**config.mk**
```make
export PLATFORM = sky130hd
export DESIGN_NAME = diff_drive_odometry_flat
export DESIGN_NICKNAME = d
export VERILOG_FILES = /design/src/hw/rtl/ddo_pkg.sv /design/src/hw/rtl/ddo_if.sv /design/src/hw/rtl/ddo_mul.sv /design/src/hw/rtl/ddo_div.sv /design/src/hw/rtl/ddo_cordic.sv /design/src/hw/rtl/diff_drive_odometry.sv /design/src/flat_wrapper.sv
export VERILOG_INCLUDE_DIRS = /design/src /design/src/hw/rtl
export SDC_FILE = /design/constraint.sdc
export NUM_CORES = 2
export LEC_CHECK = 0
export BUFFER_PORTS_ARGS = -buffer_cell sky130_fd_sc_hd__buf_2
export CORE_ASPECT_RATIO = 0.7
export CORE_UTILIZATION = 45
export CTS_CLUSTER_SIZE = 25
export DETAILED_ROUTE_END_ITERATION = 12
export GPL_TIMING_DRIVEN = 0
export PLACE_DENSITY = 0.72
export SYNTH_ARGS = -nofsm -noshare
export SYNTH_HDL_FRONTEND = slang
export SYNTH_SLANG_ARGS = --single-unit
```
**constraint.sdc**
```tcl
create_clock -name clk -period 11.17 [get_ports clk]
set_input_delay 1.117 -clock clk [delete_from_list [all_inputs] [get_ports clk]]
set_output_delay 1.117 -clock clk [all_outputs]
set_load 0.005 [all_outputs]
```
**src/hw/rtl/diff_drive_odometry_defines.svh**
```systemverilog
// Assertion macros for the odometry block.
`ifndef DIFF_DRIVE_ODOMETRY_DEFINES_SVH
`define DIFF_DRIVE_ODOMETRY_DEFINES_SVH
`ifndef SYNTHESIS
`define DDO_ASSERT(label, clk, rst_n, prop) \
	label: assert property (@(posedge clk) disable iff (!rst_n) prop) \
		else $error("assertion failed");
`define DDO_ASSERT_RST(label, clk, prop) \
	label: assert property (@(posedge clk) prop) else $error("assertion failed");
`else
`define DDO_ASSERT(label, clk, rst_n, prop)
`define DDO_ASSERT_RST(label, clk, prop)
`endif
`endif

```
**src/hw/rtl/ddo_pkg.sv**
```systemverilog
// Package for the odometry block: widths, constants, angle table, phase codes.
`default_nettype none
package ddo_pkg;
	localparam int CordicSteps = 20;
	localparam int StepW = 5;
	localparam logic [31:0] DistReset = 32'd449768;
	localparam logic [31:0] AngleReset = 32'd550637;
	localparam logic [63:0] CordicGain = 64'd652032874;
	localparam logic [31:0] TwoPiQ16 = 32'd411775;
	localparam logic [0:0] RegDist = 1'b0;
	localparam logic [0:0] RegAngle = 1'b1;

	typedef enum logic [6:0] {
		PH_IDLE = 7'b0000001,
		PH_MUL  = 7'b0000010,
		PH_ROT  = 7'b0000100,
		PH_POS  = 7'b0001000,
		PH_DIV  = 7'b0010000,
		PH_SCL  = 7'b0100000,
		PH_OUT  = 7'b1000000
	} phase_t;

	typedef struct packed {
		logic start;
		logic busy;
	} ctl_t;

	function automatic logic [31:0] atan_bam(input logic [4:0] i);
		logic [31:0] r;
		unique case (i)
			5'd0: r = 32'h20000000; 5'd1: r = 32'h12E4051E;
			5'd2: r = 32'h09FB385B; 5'd3: r = 32'h051111D4;
			5'd4: r = 32'h028B0D43; 5'd5: r = 32'h0145D7E1;
			5'd6: r = 32'h00A2F61E; 5'd7: r = 32'h00517C55;
			5'd8: r = 32'h0028BE53; 5'd9: r = 32'h00145F2F;
			5'd10: r = 32'h000A2F98; 5'd11: r = 32'h000517CC;
			5'd12: r = 32'h00028BE6; 5'd13: r = 32'h000145F3;
			5'd14: r = 32'h0000A2FA; 5'd15: r = 32'h0000517D;
			5'd16: r = 32'h000028BE; 5'd17: r = 32'h0000145F;
			5'd18: r = 32'h00000A30; 5'd19: r = 32'h00000518;
			5'd20: r = 32'h0000028C; 5'd21: r = 32'h00000146;
			5'd22: r = 32'h000000A3; 5'd23: r = 32'h00000051;
			5'd24: r = 32'h00000029; 5'd25: r = 32'h00000014;
			5'd26: r = 32'h0000000A; 5'd27: r = 32'h00000005;
			5'd28: r = 32'h00000003; 5'd29: r = 32'h00000001;
			5'd30: r = 32'h00000001; default: r = 32'h00000000;
		endcase
		return r;
	endfunction
endpackage
`default_nettype wire

```
**src/hw/rtl/ddo_if.sv**
```systemverilog
// Valid/ready channel interfaces for input and result beats.
`default_nettype none
interface ddo_in_if;
	logic valid;
	logic ready;
	logic signed [15:0] left_ticks;
	logic signed [15:0] right_ticks;
	logic [31:0] now_ms;
	modport source(output valid, left_ticks, right_ticks, now_ms, input ready);
	modport sink(input valid, left_ticks, right_ticks, now_ms, output ready);
endinterface

interface ddo_out_if;
	logic valid;
	logic ready;
	logic signed [31:0] pos_x;
	logic signed [31:0] pos_y;
	logic [31:0] heading;
	logic signed [31:0] lin_vel;
	logic signed [31:0] ang_vel;
	logic elapsed_zero;
	modport source(output valid, pos_x, pos_y, heading, lin_vel, ang_vel, elapsed_zero,
		input ready);
	modport sink(input valid, pos_x, pos_y, heading, lin_vel, ang_vel, elapsed_zero,
		output ready);
endinterface
`default_nettype wire

```
**src/hw/rtl/ddo_mul.sv**
```systemverilog
// Serial shift-add multiplier: unsigned 64 x 32, one multiplier bit per cycle.
`default_nettype none
module ddo_mul (
	input  wire logic clk,
	input  wire logic arst_n,
	input  wire ddo_pkg::ctl_t ctl,
	input  wire logic [63:0] a,
	input  wire logic [31:0] b,
	output logic [95:0] p,
	output logic done
);
	logic [95:0] acc_q;
	logic [31:0] mb_q;
	logic [5:0] cnt_q;
	logic run_q;

	// one partial product per cycle, LSB of multiplier first
	always_ff @(posedge clk or negedge arst_n) begin
		if (!arst_n) begin
			run_q <= 1'b0;
			cnt_q <= '0;
		end else if (ctl.start) begin
			run_q <= 1'b1;
			cnt_q <= '0;
		end else if (run_q) begin
			cnt_q <= cnt_q + 6'd1;
			if (cnt_q == 6'd31) run_q <= 1'b0;
		end
	end

	always_ff @(posedge clk) begin
		if (ctl.start) begin
			acc_q <= '0;
			mb_q <= b;
		end else if (run_q) begin
			if (mb_q[0]) acc_q <= acc_q + ({32'd0, a} << cnt_q[4:0]);
			mb_q <= mb_q >> 1;
		end
	end

	assign p = acc_q;
	assign done = ctl.busy && !run_q && !ctl.start;
endmodule
`default_nettype wire

```
**src/hw/rtl/ddo_div.sv**
```systemverilog
// Restoring divider: 64-bit dividend by 49-bit divisor, one quotient bit per cycle.
`default_nettype none
module ddo_div (
	input  wire logic clk,
	input  wire logic arst_n,
	input  wire ddo_pkg::ctl_t ctl,
	input  wire logic [63:0] num,
	input  wire logic [48:0] den,
	output logic [63:0] quo,
	output logic done
);
	logic [63:0] q_q;
	logic [49:0] r_q;
	logic [48:0] d_q;
	logic [6:0] cnt_q;
	logic [49:0] trial;

	assign trial = {r_q[48:0], q_q[63]} - {1'b0, d_q};

	always_ff @(posedge clk or negedge arst_n) begin
		if (!arst_n) cnt_q <= '0;
		else if (ctl.start) cnt_q <= 7'd64;
		else if (cnt_q != 7'd0) cnt_q <= cnt_q - 7'd1;
	end

	// shift one dividend bit into the remainder, subtract if it fits
	always_ff @(posedge clk) begin
		if (ctl.start) begin
			q_q <= num;
			r_q <= '0;
			d_q <= den;
		end else if (cnt_q != 7'd0) begin
			if (!trial[49]) begin
				r_q <= trial;
				q_q <= {q_q[62:0], 1'b1};
			end else begin
				r_q <= {r_q[48:0], q_q[63]};
				q_q <= {q_q[62:0], 1'b0};
			end
		end
	end

	assign quo = q_q;
	assign done = ctl.busy && cnt_q == 7'd0 && !ctl.start;
endmodule
`default_nettype wire

```
**src/hw/rtl/ddo_cordic.sv**
```systemverilog
// Iterative CORDIC: cosine and sine of a binary angle, Q22, one rotation per cycle.
`default_nettype none
module ddo_cordic (
	input  wire logic clk,
	input  wire logic arst_n,
	input  wire ddo_pkg::ctl_t ctl,
	input  wire logic [31:0] angle,
	output logic signed [33:0] cos_q22,
	output logic signed [33:0] sin_q22,
	output logic done
);
	logic signed [33:0] x_q, y_q;
	logic signed [33:0] z_q;
	logic flip_q;
	logic [ddo_pkg::StepW:0] i_q;
	logic run_q;
	logic [31:0] u;
	logic flip;
	logic signed [33:0] xs, ys, xn, yn;
	logic [31:0] at;

	assign flip = angle[31] ^ angle[30];
	assign u = flip ? angle + 32'h80000000 : angle;
	assign xs = x_q >>> i_q[4:0];
	assign ys = y_q >>> i_q[4:0];
	assign at = ddo_pkg::atan_bam(i_q[4:0]);

	always_ff @(posedge clk or negedge arst_n) begin
		if (!arst_n) begin
			run_q <= 1'b0;
			i_q <= '0;
		end else if (ctl.start) begin
			run_q <= 1'b1;
			i_q <= '0;
		end else if (run_q) begin
			i_q <= i_q + (ddo_pkg::StepW + 1)'(1);
			if (i_q == (ddo_pkg::StepW + 1)'(ddo_pkg::CordicSteps - 1)) run_q <= 1'b0;
		end
	end

	// one micro-rotation per cycle
	always_ff @(posedge clk) begin
		if (ctl.start) begin
			x_q <= 34'(ddo_pkg::CordicGain);
			y_q <= '0;
			z_q <= 34'(signed'(u));
			flip_q <= flip;
		end else if (run_q) begin
			if (!z_q[33]) begin
				x_q <= x_q - ys; y_q <= y_q + xs; z_q <= z_q - 34'(at);
			end else begin
				x_q <= x_q + ys; y_q <= y_q - xs; z_q <= z_q + 34'(at);
			end
		end
	end

	assign xn = flip_q ? -x_q : x_q;
	assign yn = flip_q ? -y_q : y_q;
	assign cos_q22 = xn >>> 8;
	assign sin_q22 = yn >>> 8;
	assign done = ctl.busy && !run_q && !ctl.start;
endmodule
`default_nettype wire

```
**src/hw/rtl/diff_drive_odometry.sv**
```systemverilog
// Differential-drive odometry: top level with sequencer and state.
// Sequence: two tick products, 20 CORDIC rotations, two position products, two divisions
//   and one scale product; at zero elapsed time the divisions and the scale are skipped,
//   and when the angular quotient is too large to scale the scale product is skipped.
// Flow: the result sits in the output register and the next item is taken the cycle
//   after it leaves, so output stalls hold off the next item.
// Reset (arst_n, async): position, heading and last time go to zero, registers to defaults.
`default_nettype none
`include "diff_drive_odometry_defines.svh"
module diff_drive_odometry (
	input  wire logic clk,
	input  wire logic arst_n,
	ddo_in_if.sink  in_ch,
	ddo_out_if.source out_ch,
	input  wire logic cfg_we,
	input  wire logic [0:0] cfg_idx,
	input  wire logic [31:0] cfg_wdata
);
	ddo_pkg::phase_t ph_q;
	logic [2:0] sub_q;
	logic [31:0] dist_q, angle_q, hd_q, last_q, dt_q;
	logic signed [31:0] x_q, y_q;
	logic signed [16:0] s_q, t_q;
	logic [63:0] dmag_q, amag_q;
	logic dneg_q, aneg_q;
	logic signed [33:0] c_q, sn_q;
	logic signed [31:0] lin_q, ang_q;
	logic ez_q, ov_q;
	logic ddo_st, mul_st, div_st;
	logic [63:0] mul_a;
	logic [31:0] mul_b;
	logic [95:0] mul_p;
	logic mul_done, cor_done, div_done;
	logic [63:0] div_num, div_quo;
	logic [48:0] div_den;
	logic signed [33:0] cos_w, sin_w;
	logic [63:0] dq24m;
	logic pneg;
	logic signed [65:0] pstep;
	logic signed [33:0] psum;
	logic [31:0] qsat;
	logic signed [32:0] lsign;

	ddo_pkg::ctl_t mul_ctl, cor_ctl, div_ctl;
	assign mul_ctl = '{start: mul_st, busy: ph_q == ddo_pkg::PH_MUL || ph_q == ddo_pkg::PH_POS
		|| ph_q == ddo_pkg::PH_SCL};
	assign cor_ctl = '{start: ddo_st, busy: ph_q == ddo_pkg::PH_ROT};
	assign div_ctl = '{start: div_st, busy: ph_q == ddo_pkg::PH_DIV};

	ddo_mul u_mul (.clk, .arst_n, .ctl(mul_ctl), .a(mul_a), .b(mul_b), .p(mul_p),
		.done(mul_done));
	ddo_cordic u_cor (.clk, .arst_n, .ctl(cor_ctl), .angle(hd_q), .cos_q22(cos_w),
		.sin_q22(sin_w), .done(cor_done));
	ddo_div u_div (.clk, .arst_n, .ctl(div_ctl), .num(div_num), .den(div_den),
		.quo(div_quo), .done(div_done));

	// magnitude of floor(D/2^9)
	assign dq24m = dneg_q ? ((dmag_q - 64'd1) >> 9) + 64'd1 : dmag_q >> 9;
	logic [33:0] trig;
	assign trig = (sub_q[0] ? sn_q : c_q);
	logic [33:0] trigm;
	assign trigm = trig[33] ? -trig : trig;
	assign pneg = dneg_q ^ trig[33];

	always_comb begin
		mul_a = '0;
		mul_b = '0;
		unique case (ph_q)
			ddo_pkg::PH_MUL: begin
				mul_a = sub_q[0] ? 64'(t_q[16] ? -t_q : t_q) : 64'(s_q[16] ? -s_q : s_q);
				mul_b = sub_q[0] ? angle_q : dist_q;
			end
			ddo_pkg::PH_POS: begin
				mul_a = dq24m;
				mul_b = trigm[31:0];
			end
			ddo_pkg::PH_SCL: begin
				mul_a = {19'd0, div_quo[44:0]};
				mul_b = ddo_pkg::TwoPiQ16;
			end
			default: ;
		endcase
	end

	// exact floor of signed product / 2^30 from magnitude
	assign pstep = pneg ? -66'(((mul_p - 96'd1) >> 30) + 96'd1) : 66'(mul_p >> 30);
	assign psum = 34'(sub_q[0] ? y_q : x_q) + 34'(pstep[33:0]);

	// dividends: |D|*1000 over dt<<17, |A|*1000 over dt
	assign div_num = sub_q[0] ? amag_q * 64'd1000 : dmag_q * 64'd1000;
	assign div_den = sub_q[0] ? 49'(dt_q) : {dt_q, 17'd0};
	assign qsat = (div_quo > 64'hFFFFFFFF) ? 32'hFFFFFFFF : div_quo[31:0];
	assign lsign = dneg_q ? -33'(qsat) : 33'(qsat);

	assign in_ch.ready = ph_q == ddo_pkg::PH_IDLE;
	assign out_ch.valid = ph_q == ddo_pkg::PH_OUT;
	assign out_ch.pos_x = x_q;
	assign out_ch.pos_y = y_q;
	assign out_ch.heading = hd_q;
	assign out_ch.lin_vel = lin_q;
	assign out_ch.ang_vel = ang_q;
	assign out_ch.elapsed_zero = ez_q;

	// configuration registers
	always_ff @(posedge clk or negedge arst_n) begin
		if (!arst_n) begin
			dist_q <= ddo_pkg::DistReset;
			angle_q <= ddo_pkg::AngleReset;
		end else if (cfg_we) begin
			unique case (cfg_idx)
				ddo_pkg::RegDist: dist_q <= cfg_wdata;
				ddo_pkg::RegAngle: angle_q <= cfg_wdata;
				default: ;
			endcase
		end
	end

	assign ddo_st = ph_q == ddo_pkg::PH_MUL && sub_q[1] && mul_done;

	// sequencer
	always_ff @(posedge clk or negedge arst_n) begin
		if (!arst_n) begin
			ph_q <= ddo_pkg::PH_IDLE;
			sub_q <= '0;
			x_q <= '0; y_q <= '0; hd_q <= '0; last_q <= '0;
			mul_st <= 1'b0; div_st <= 1'b0;
		end else begin
			mul_st <= 1'b0;
			div_st <= 1'b0;
			unique case (ph_q)
				ddo_pkg::PH_IDLE: if (in_ch.valid) begin
					s_q <= 17'(in_ch.left_ticks) + 17'(in_ch.right_ticks);
					t_q <= 17'(in_ch.right_ticks) - 17'(in_ch.left_ticks);
					dt_q <= in_ch.now_ms - last_q;
					last_q <= in_ch.now_ms;
					ph_q <= ddo_pkg::PH_MUL;
					sub_q <= '0;
					mul_st <= 1'b1;
				end
				ddo_pkg::PH_MUL: if (mul_done && !mul_st) begin
					if (!sub_q[0]) begin
						dmag_q <= mul_p[63:0];
						dneg_q <= s_q[16] && mul_p != '0;
						sub_q <= 3'd1;
						mul_st <= 1'b1;
					end else if (!sub_q[1]) begin
						amag_q <= mul_p[63:0];
						aneg_q <= t_q[16] && mul_p != '0;
						hd_q <= hd_q + (t_q[16] ? -mul_p[31:0] : mul_p[31:0]);
						sub_q <= 3'd3;
					end else begin
						ph_q <= ddo_pkg::PH_ROT;
						sub_q <= '0;
					end
				end
				ddo_pkg::PH_ROT: if (cor_done) begin
					c_q <= cos_w;
					sn_q <= sin_w;
					ph_q <= ddo_pkg::PH_POS;
					sub_q <= '0;
					mul_st <= 1'b1;
				end
				ddo_pkg::PH_POS: if (mul_done && !mul_st) begin
					if (!sub_q[0]) begin
						x_q <= (psum > 34'sh7FFFFFFF) ? 32'sh7FFFFFFF :
							(psum < -34'sh80000000) ? 32'sh80000000 : psum[31:0];
						sub_q <= 3'd1;
						mul_st <= 1'b1;
					end else begin
						y_q <= (psum > 34'sh7FFFFFFF) ? 32'sh7FFFFFFF :
							(psum < -34'sh80000000) ? 32'sh80000000 : psum[31:0];
						sub_q <= '0;
						ez_q <= dt_q == '0;
						if (dt_q == '0) begin
							lin_q <= '0; ang_q <= '0;
							ph_q <= ddo_pkg::PH_OUT;
						end else begin
							ph_q <= ddo_pkg::PH_DIV;
							div_st <= 1'b1;
						end
					end
				end
				ddo_pkg::PH_DIV: if (div_done && !div_st) begin
					if (!sub_q[0]) begin
						lin_q <= (lsign > 33'sh7FFFFFFF) ? 32'sh7FFFFFFF :
							(lsign < -33'sh80000000) ? 32'sh80000000 : lsign[31:0];
						sub_q <= 3'd1;
						div_st <= 1'b1;
					end else begin
						ov_q <= div_quo[63:45] != '0;
						ph_q <= ddo_pkg::PH_SCL;
						mul_st <= div_quo[63:45] == '0;
					end
				end
				ddo_pkg::PH_SCL: if (ov_q) begin
					ang_q <= aneg_q ? 32'sh80000000 : 32'sh7FFFFFFF;
					ph_q <= ddo_pkg::PH_OUT;
				end else if (mul_done && !mul_st) begin
					// rv = (q*TwoPi)>>32 with q < 2^45
					ang_q <= (mul_p[95:63] != '0) ? (aneg_q ? 32'sh80000000 : 32'sh7FFFFFFF) :
						(aneg_q ? -$signed(mul_p[63:32]) : $signed(mul_p[63:32]));
					ph_q <= ddo_pkg::PH_OUT;
				end
				ddo_pkg::PH_OUT: if (out_ch.ready) ph_q <= ddo_pkg::PH_IDLE;
				default: ph_q <= ddo_pkg::PH_IDLE;
			endcase
		end
	end

	`DDO_ASSERT(a_ready_idle, clk, arst_n, in_ch.ready |-> !out_ch.valid)
	`DDO_ASSERT(a_out_hold, clk, arst_n, out_ch.valid && !out_ch.ready |=> out_ch.valid && $stable(out_ch.pos_x))
	`DDO_ASSERT(a_ez_zero, clk, arst_n, out_ch.valid && out_ch.elapsed_zero |-> out_ch.lin_vel == 32'sd0 && out_ch.ang_vel == 32'sd0)
endmodule
`default_nettype wire
```
**src/flat_wrapper.sv**
```systemverilog
// flat-port wrapper written by rule: the top's interface ports become plain ports
module diff_drive_odometry_flat 
  (clk, arst_n, cfg_we, cfg_idx, cfg_wdata, in_ch_valid, in_ch_left_ticks, in_ch_right_ticks, in_ch_now_ms, in_ch_ready, out_ch_valid, out_ch_pos_x, out_ch_pos_y, out_ch_heading, out_ch_lin_vel, out_ch_ang_vel, out_ch_elapsed_zero, out_ch_ready);
  ddo_in_if in_ch_i ();
  ddo_out_if out_ch_i ();
  input  wire logic clk;
  input  wire logic arst_n;
  input  wire logic cfg_we;
  input  wire logic [0:0] cfg_idx;
  input  wire logic [31:0] cfg_wdata;
  input wire logic [$bits(in_ch_i.valid)-1:0] in_ch_valid;
  input wire logic [$bits(in_ch_i.left_ticks)-1:0] in_ch_left_ticks;
  input wire logic [$bits(in_ch_i.right_ticks)-1:0] in_ch_right_ticks;
  input wire logic [$bits(in_ch_i.now_ms)-1:0] in_ch_now_ms;
  output wire logic [$bits(in_ch_i.ready)-1:0] in_ch_ready;
  output wire logic [$bits(out_ch_i.valid)-1:0] out_ch_valid;
  output wire logic [$bits(out_ch_i.pos_x)-1:0] out_ch_pos_x;
  output wire logic [$bits(out_ch_i.pos_y)-1:0] out_ch_pos_y;
  output wire logic [$bits(out_ch_i.heading)-1:0] out_ch_heading;
  output wire logic [$bits(out_ch_i.lin_vel)-1:0] out_ch_lin_vel;
  output wire logic [$bits(out_ch_i.ang_vel)-1:0] out_ch_ang_vel;
  output wire logic [$bits(out_ch_i.elapsed_zero)-1:0] out_ch_elapsed_zero;
  input wire logic [$bits(out_ch_i.ready)-1:0] out_ch_ready;
  assign in_ch_i.valid = in_ch_valid;
  assign in_ch_i.left_ticks = in_ch_left_ticks;
  assign in_ch_i.right_ticks = in_ch_right_ticks;
  assign in_ch_i.now_ms = in_ch_now_ms;
  assign in_ch_ready = in_ch_i.ready;
  assign out_ch_valid = out_ch_i.valid;
  assign out_ch_pos_x = out_ch_i.pos_x;
  assign out_ch_pos_y = out_ch_i.pos_y;
  assign out_ch_heading = out_ch_i.heading;
  assign out_ch_lin_vel = out_ch_i.lin_vel;
  assign out_ch_ang_vel = out_ch_i.ang_vel;
  assign out_ch_elapsed_zero = out_ch_i.elapsed_zero;
  assign out_ch_i.ready = out_ch_ready;
  diff_drive_odometry u_core (.clk(clk), .arst_n(arst_n), .in_ch(in_ch_i), .out_ch(out_ch_i), .cfg_we(cfg_we), .cfg_idx(cfg_idx), .cfg_wdata(cfg_wdata));
endmodule
```
==> summary by stage <==
Outcome
The flow ran to the end, and the final reports show no timing, DRC or antenna violations.

Placement
The placed wire-length estimate after detailed placement is 284.5 mm. In this run, placement finished with an instance count of 12,800. The setup slack after placement is -0.2880 ns. The number of I/O port buffers is 264. The final weighted congestion in routability-driven placement is slightly above 1.

Cells and area
Relative to the synthesized area, the layout overhead comes to 9.835%. The share of cells above drive strength 1 is 0.08838. The net count of the finished layout is 11,550.

The final standard cell count with taps included and fillers excluded is 13,010. After filler insertion, the fill cell instance count of the layout stands at between 15,000 and 20,000. Once layout is complete, the utilization of the core stands at 0.5003.

Drt
Once detail routing completed, the nets flagged for antenna violations numbered 0. Signal routing reaches up to met5. The DRC marker count from the first detailed-route iteration is approximately 10,000. The via count of the routed design is approximately 80,000. The detail-routed via count per cell is 6.319. The final wirelength is 352.2 mm. The met2 routed wirelength is around 140 mm. After detailed routing, the number of remaining DRC violations is 0.

In the final routed layout, each cell accounts on average for 27.08 um. The count of TritonRoute iterations in the first routing pass is 9. The wire length on met3 is 45.74 mm. The routed metal-1 wirelength is 154.8 mm.

Global routing
For this run the aggregate overflow at the end of global routing stands at 0. The global routing usage summed across all routing layers is 0.3420. The number of global-route vias before repair is 78,160. The number of antenna violations at the first check in global routing is 21.

Entering global routing, the biggest net connects 129 pins. The first global-routing pass estimated 516.2 mm of wire.

Synth
Counting flops with a built-in enable in the synthesized netlist gives 490. Of the post-synthesis cell area, the dominant cell type holds 0.1635. In the synthesized netlist the dominant register cell turns out to be edfxtp_1. The adder-cell share of the synthesized area is 0.1982. The number of register bits inferred by synthesis is 927. The cell area that synthesis handed to floorplanning was 0.08999 sq mm. The gate count of the mapped netlist is 9,888.

The largest area contributor in the synthesized netlist is edfxtp_1. The synthesized-area fraction occupied by ao, oa, aoi and oai cells is 0.1855. By area the synthesized netlist is led by edfxtp_1 16%, fa_1 10%, ha_1 9.9%. The netlist uses approximately 100 different library cells. The share of the yosys chip area belonging to registers is 0.2735. The commonest cells after synthesis are 897 x nor2_1, 845 x a21oi_1, 813 x nand2_1, 709 x ha_1, 662 x o21ai_0. Of the total synthesized cell area, the portion taken by AND, OR, NAND and NOR gates is 0.1503. The multiplexer fraction of the synthesized cell area is 0.07911. The number of warnings printed during yosys synthesis is 0. The average cell area after synthesis is 9.101 sq um.

The share of synthesized registers carrying an async set or reset is 0.2416. Of the total synthesized cell area, the portion taken by XOR and XNOR cells is 0.07548. The combinational family with the most area after synthesis is adder cells. In the post-synthesis netlist, the cell with the most instances is nor2_1.

Pwr
The total chip power is 19.53 mW. Of the total power, the share spent switching nets is 0.4686. The sequential group share of total power is 0.285.

Dividing total power by cell area gives a power density of 197.6 mW/mm^2. Of the total power, combinational logic draws 0.522. The cell internal power dissipation is 10.38 mW.

The analysis attributes to net switching a power of 9.151 mW. In this run the static leakage power is 40.79 nW. The share of total power dissipated in the clock network is 0.193. The largest voltage drop on the vdd net is 0.1741 mV.

Clock tree
The clock reaches the later pin of the worst-skew pair after 0.76 ns. The clock slew seen by the registers of the worst setup and hold paths is 0.06 ns. The clock passes through at most 3 buffers.

After clock tree synthesis, the flow added hold-fix buffers numbering 0. The tree is rooted in a clkbuf_16. Clock tree synthesis inserted a total of 102 buffers.

The CTS H-tree depth is 3. The count of clock tree sinks is about 900. The clock tree from TritonCTS is done.

Timing
Based on the critical path, the design can be clocked at up to 93.12 MHz. At the pin with the least slew margin, the transition time is 1.476 ns. Between clock sinks in the finished design, the worst skew comes to approximately 0.035 ns. The hold violation total from the final report is 0. Across all setup checks in the final design, the least slack found is 0.4315 ns.

The number of pins exceeding their max-slew limit in the final report is 0. The share of the cycle needed by the critical path after routing is 0.9614. Measured against its own limit, the worst slew margin works out to 0.01363. The final number of setup-violating endpoints is 0.

The clock period could shrink to 10.74 ns.

Critical path
STA puts the critical path data required time at 11.75 ns. The critical path in this run is classified as flip-flop to flip-flop. The depth of the most critical reg-to-reg path is 27. The worst-path cell with the longest stage delay is dfrtp_1. The reg2reg setup slack is 0.43 ns. The cell seen most often among critical-path stages is clkbuf_1. The critical path arrival is between 10 and 15 ns. In this run the critical register-to-register path is launched from u_core.sub_q[0].

The worst setup path is launched from a flip-flop. On the worst path, the slowest cell contributes a delay of ~0.84 ns. In this run the worst path has a maximum fanout of 10.

In this run the critical register-to-register path is captured at u_core.out_ch.pos_x[21]. The element type at the critical path end is a flip-flop.

Die
The starting density of the core is 0.4555. The die is between 500 and 600 um wide. The floorplan die area is slightly above 0.2 sq mm. The core area is 0.1976 sq mm. The floorplan has 136 rows. The number of primary I/O pins is 265. The die height is 376.2 um.

Hold path
The worst hold-check path type is input pin to async pin.

Run
The number of maximum-capacitance violations is 0.
[power by group through the flow]
| stage | combinational [mW] | sequential, mW | clock, mW |
|---|---|---|---|
| floorplan | 7.10 | 4.87 | 0 |
| global placement | 9.63 | 5.50 | 0 |
| detailed placement | 9.83 | 5.51 | 0 |
| CTS | 9.90 | 5.45 | 3.80 |
| global route | 11.0 | 5.59 | 3.92 |
| finish | 10.2 | 5.56 | 3.77 |
[area by class of cell]
class	count	area, sq um	share of cell area
Multi-Input combinational cell	8064	62140	0.6287
Sequential cell	927	24610	0.2490
Tap cell	2622	3281	0.03319
Clock buffer	133	2813	0.02846
Buffer	478	1832	0.01853
Timing Repair Buffer	290	1705	0.01725
Inverter	425	1598	0.01616
Clock inverter	59	837.1	0.008468
Antenna cell	9	22.52	0.0002279
[per-layer routing]
metal,GRT usage,up-vias
met1,0.5084,40550
li1,-,36530
met5,0,-
met4,0.08616,8
met3,0.09465,501
met2,0.4828,4599
[sequential cells by signal, indices dropped and copies added, names as in the netlist, 16 cells and up]
signal	flops
u_core.out_ch.pos_x	32
u_core.u_mul.mb_q	32
u_core.u_cor.x_q	34
u_core.u_cor.z_q	34
u_core.out_ch.ang_vel	32
u_core.u_div.r_q	49
u_core.u_div.d_q	49
u_core.out_ch.lin_vel	32
u_core.dist_q	32
u_core.angle_q	32
u_core.last_q	32
u_core.amag_q	61
u_core.out_ch.pos_y	32
u_core.u_cor.y_q	34
u_core.dmag_q	64
u_core.t_q	17
u_core.dt_q	32
u_core.out_ch.heading	32
u_core.u_mul.p	96
u_core.c_q	26
u_core.s_q	16
u_core.sn_q	26
u_core.u_div.quo	64
[repair_timing]
| item | in CTS | in global routing |
|---|---|---|
| resized for setup | 4 | 22 |
| endpoints found under the setup margin | 63 | 79 |
| setup buffers | 0 | 3 |
| pin swaps | 0 | 2 |
[metrics by stage]
step	instance area, sq um	hold slack, ns	TNS (ns)
global route	98820	0.1397	-0.01848
global placement	94620	0.4585	-701.66
detailed placement	95020	0.4634	-8.554
finish	98840	0.1653	0
CTS	98690	0.1259	0
floorplan	90020	0.4438	0
[cells by family after synthesis]
kind of cell             Yosys count
adder cells (fa/ha/maj)         1157
other                              1
AND/OR/NAND/NOR                 2885
buffers and inverters            904
flip-flops                       927
XOR/XNOR                         774
AO/OA/AOI/OAI                   2678
multiplexers                     562
[placed cells by master, fill, tap and decap left out, drive strengths merged, types with 112 or more instances in the layout]
cell    count
mux2      211
xor2      241
nand2b    112
nor3      245
edfxtp    490
fa        448
dfxtp     213
nand3     170
buf       373
xnor2     532
ha        709
mux2i     253
o21ai     667
clkbuf    526
a21oi     847
dfrtp     201
a21o      231
nand2     813
nor2      897
a31oi     125
inv       431
[worst max-delay path by stage]
| stage | startpoint | slack, ns | cells after the start | end |
|---|---|---|---|---|
| 5_1_grt | u_core.dmag_q[11] | -0.02 | 36 | u_core.u_mul.p[95] |
| 6_report | u_core.sub_q[0] | 0.43 | 27 | u_core.out_ch.pos_x[21] |
| 4_1_cts | u_core.sub_q[0] | 0.06 | 28 | u_core.out_ch.pos_x[21] |
| 2_1_floorplan | u_core.sub_q[0] | 2.14 | 9 | u_core.dmag_q[0] |
| 3_5_place_dp | u_core.sub_q[0] | -0.29 | 28 | u_core.out_ch.pos_y[23] |
| 3_3_place_gp | arst_n | -8.20 | 3 | u_core.dmag_q[54] |
[worst max-delay path, delay by kind of cell (launching register included)]
family	cells	cell delay (ns)
flip-flops	1	0.84
multiplexers	1	0.36
XOR/XNOR	1	0.17
buffers and inverters	9	5.06
AND/OR/NAND/NOR	3	0.63
AO/OA/AOI/OAI	12	3.17
adder cells (fa/ha/maj)	1	0.30
No activity file was read; power rests on OpenSTA's default activity.
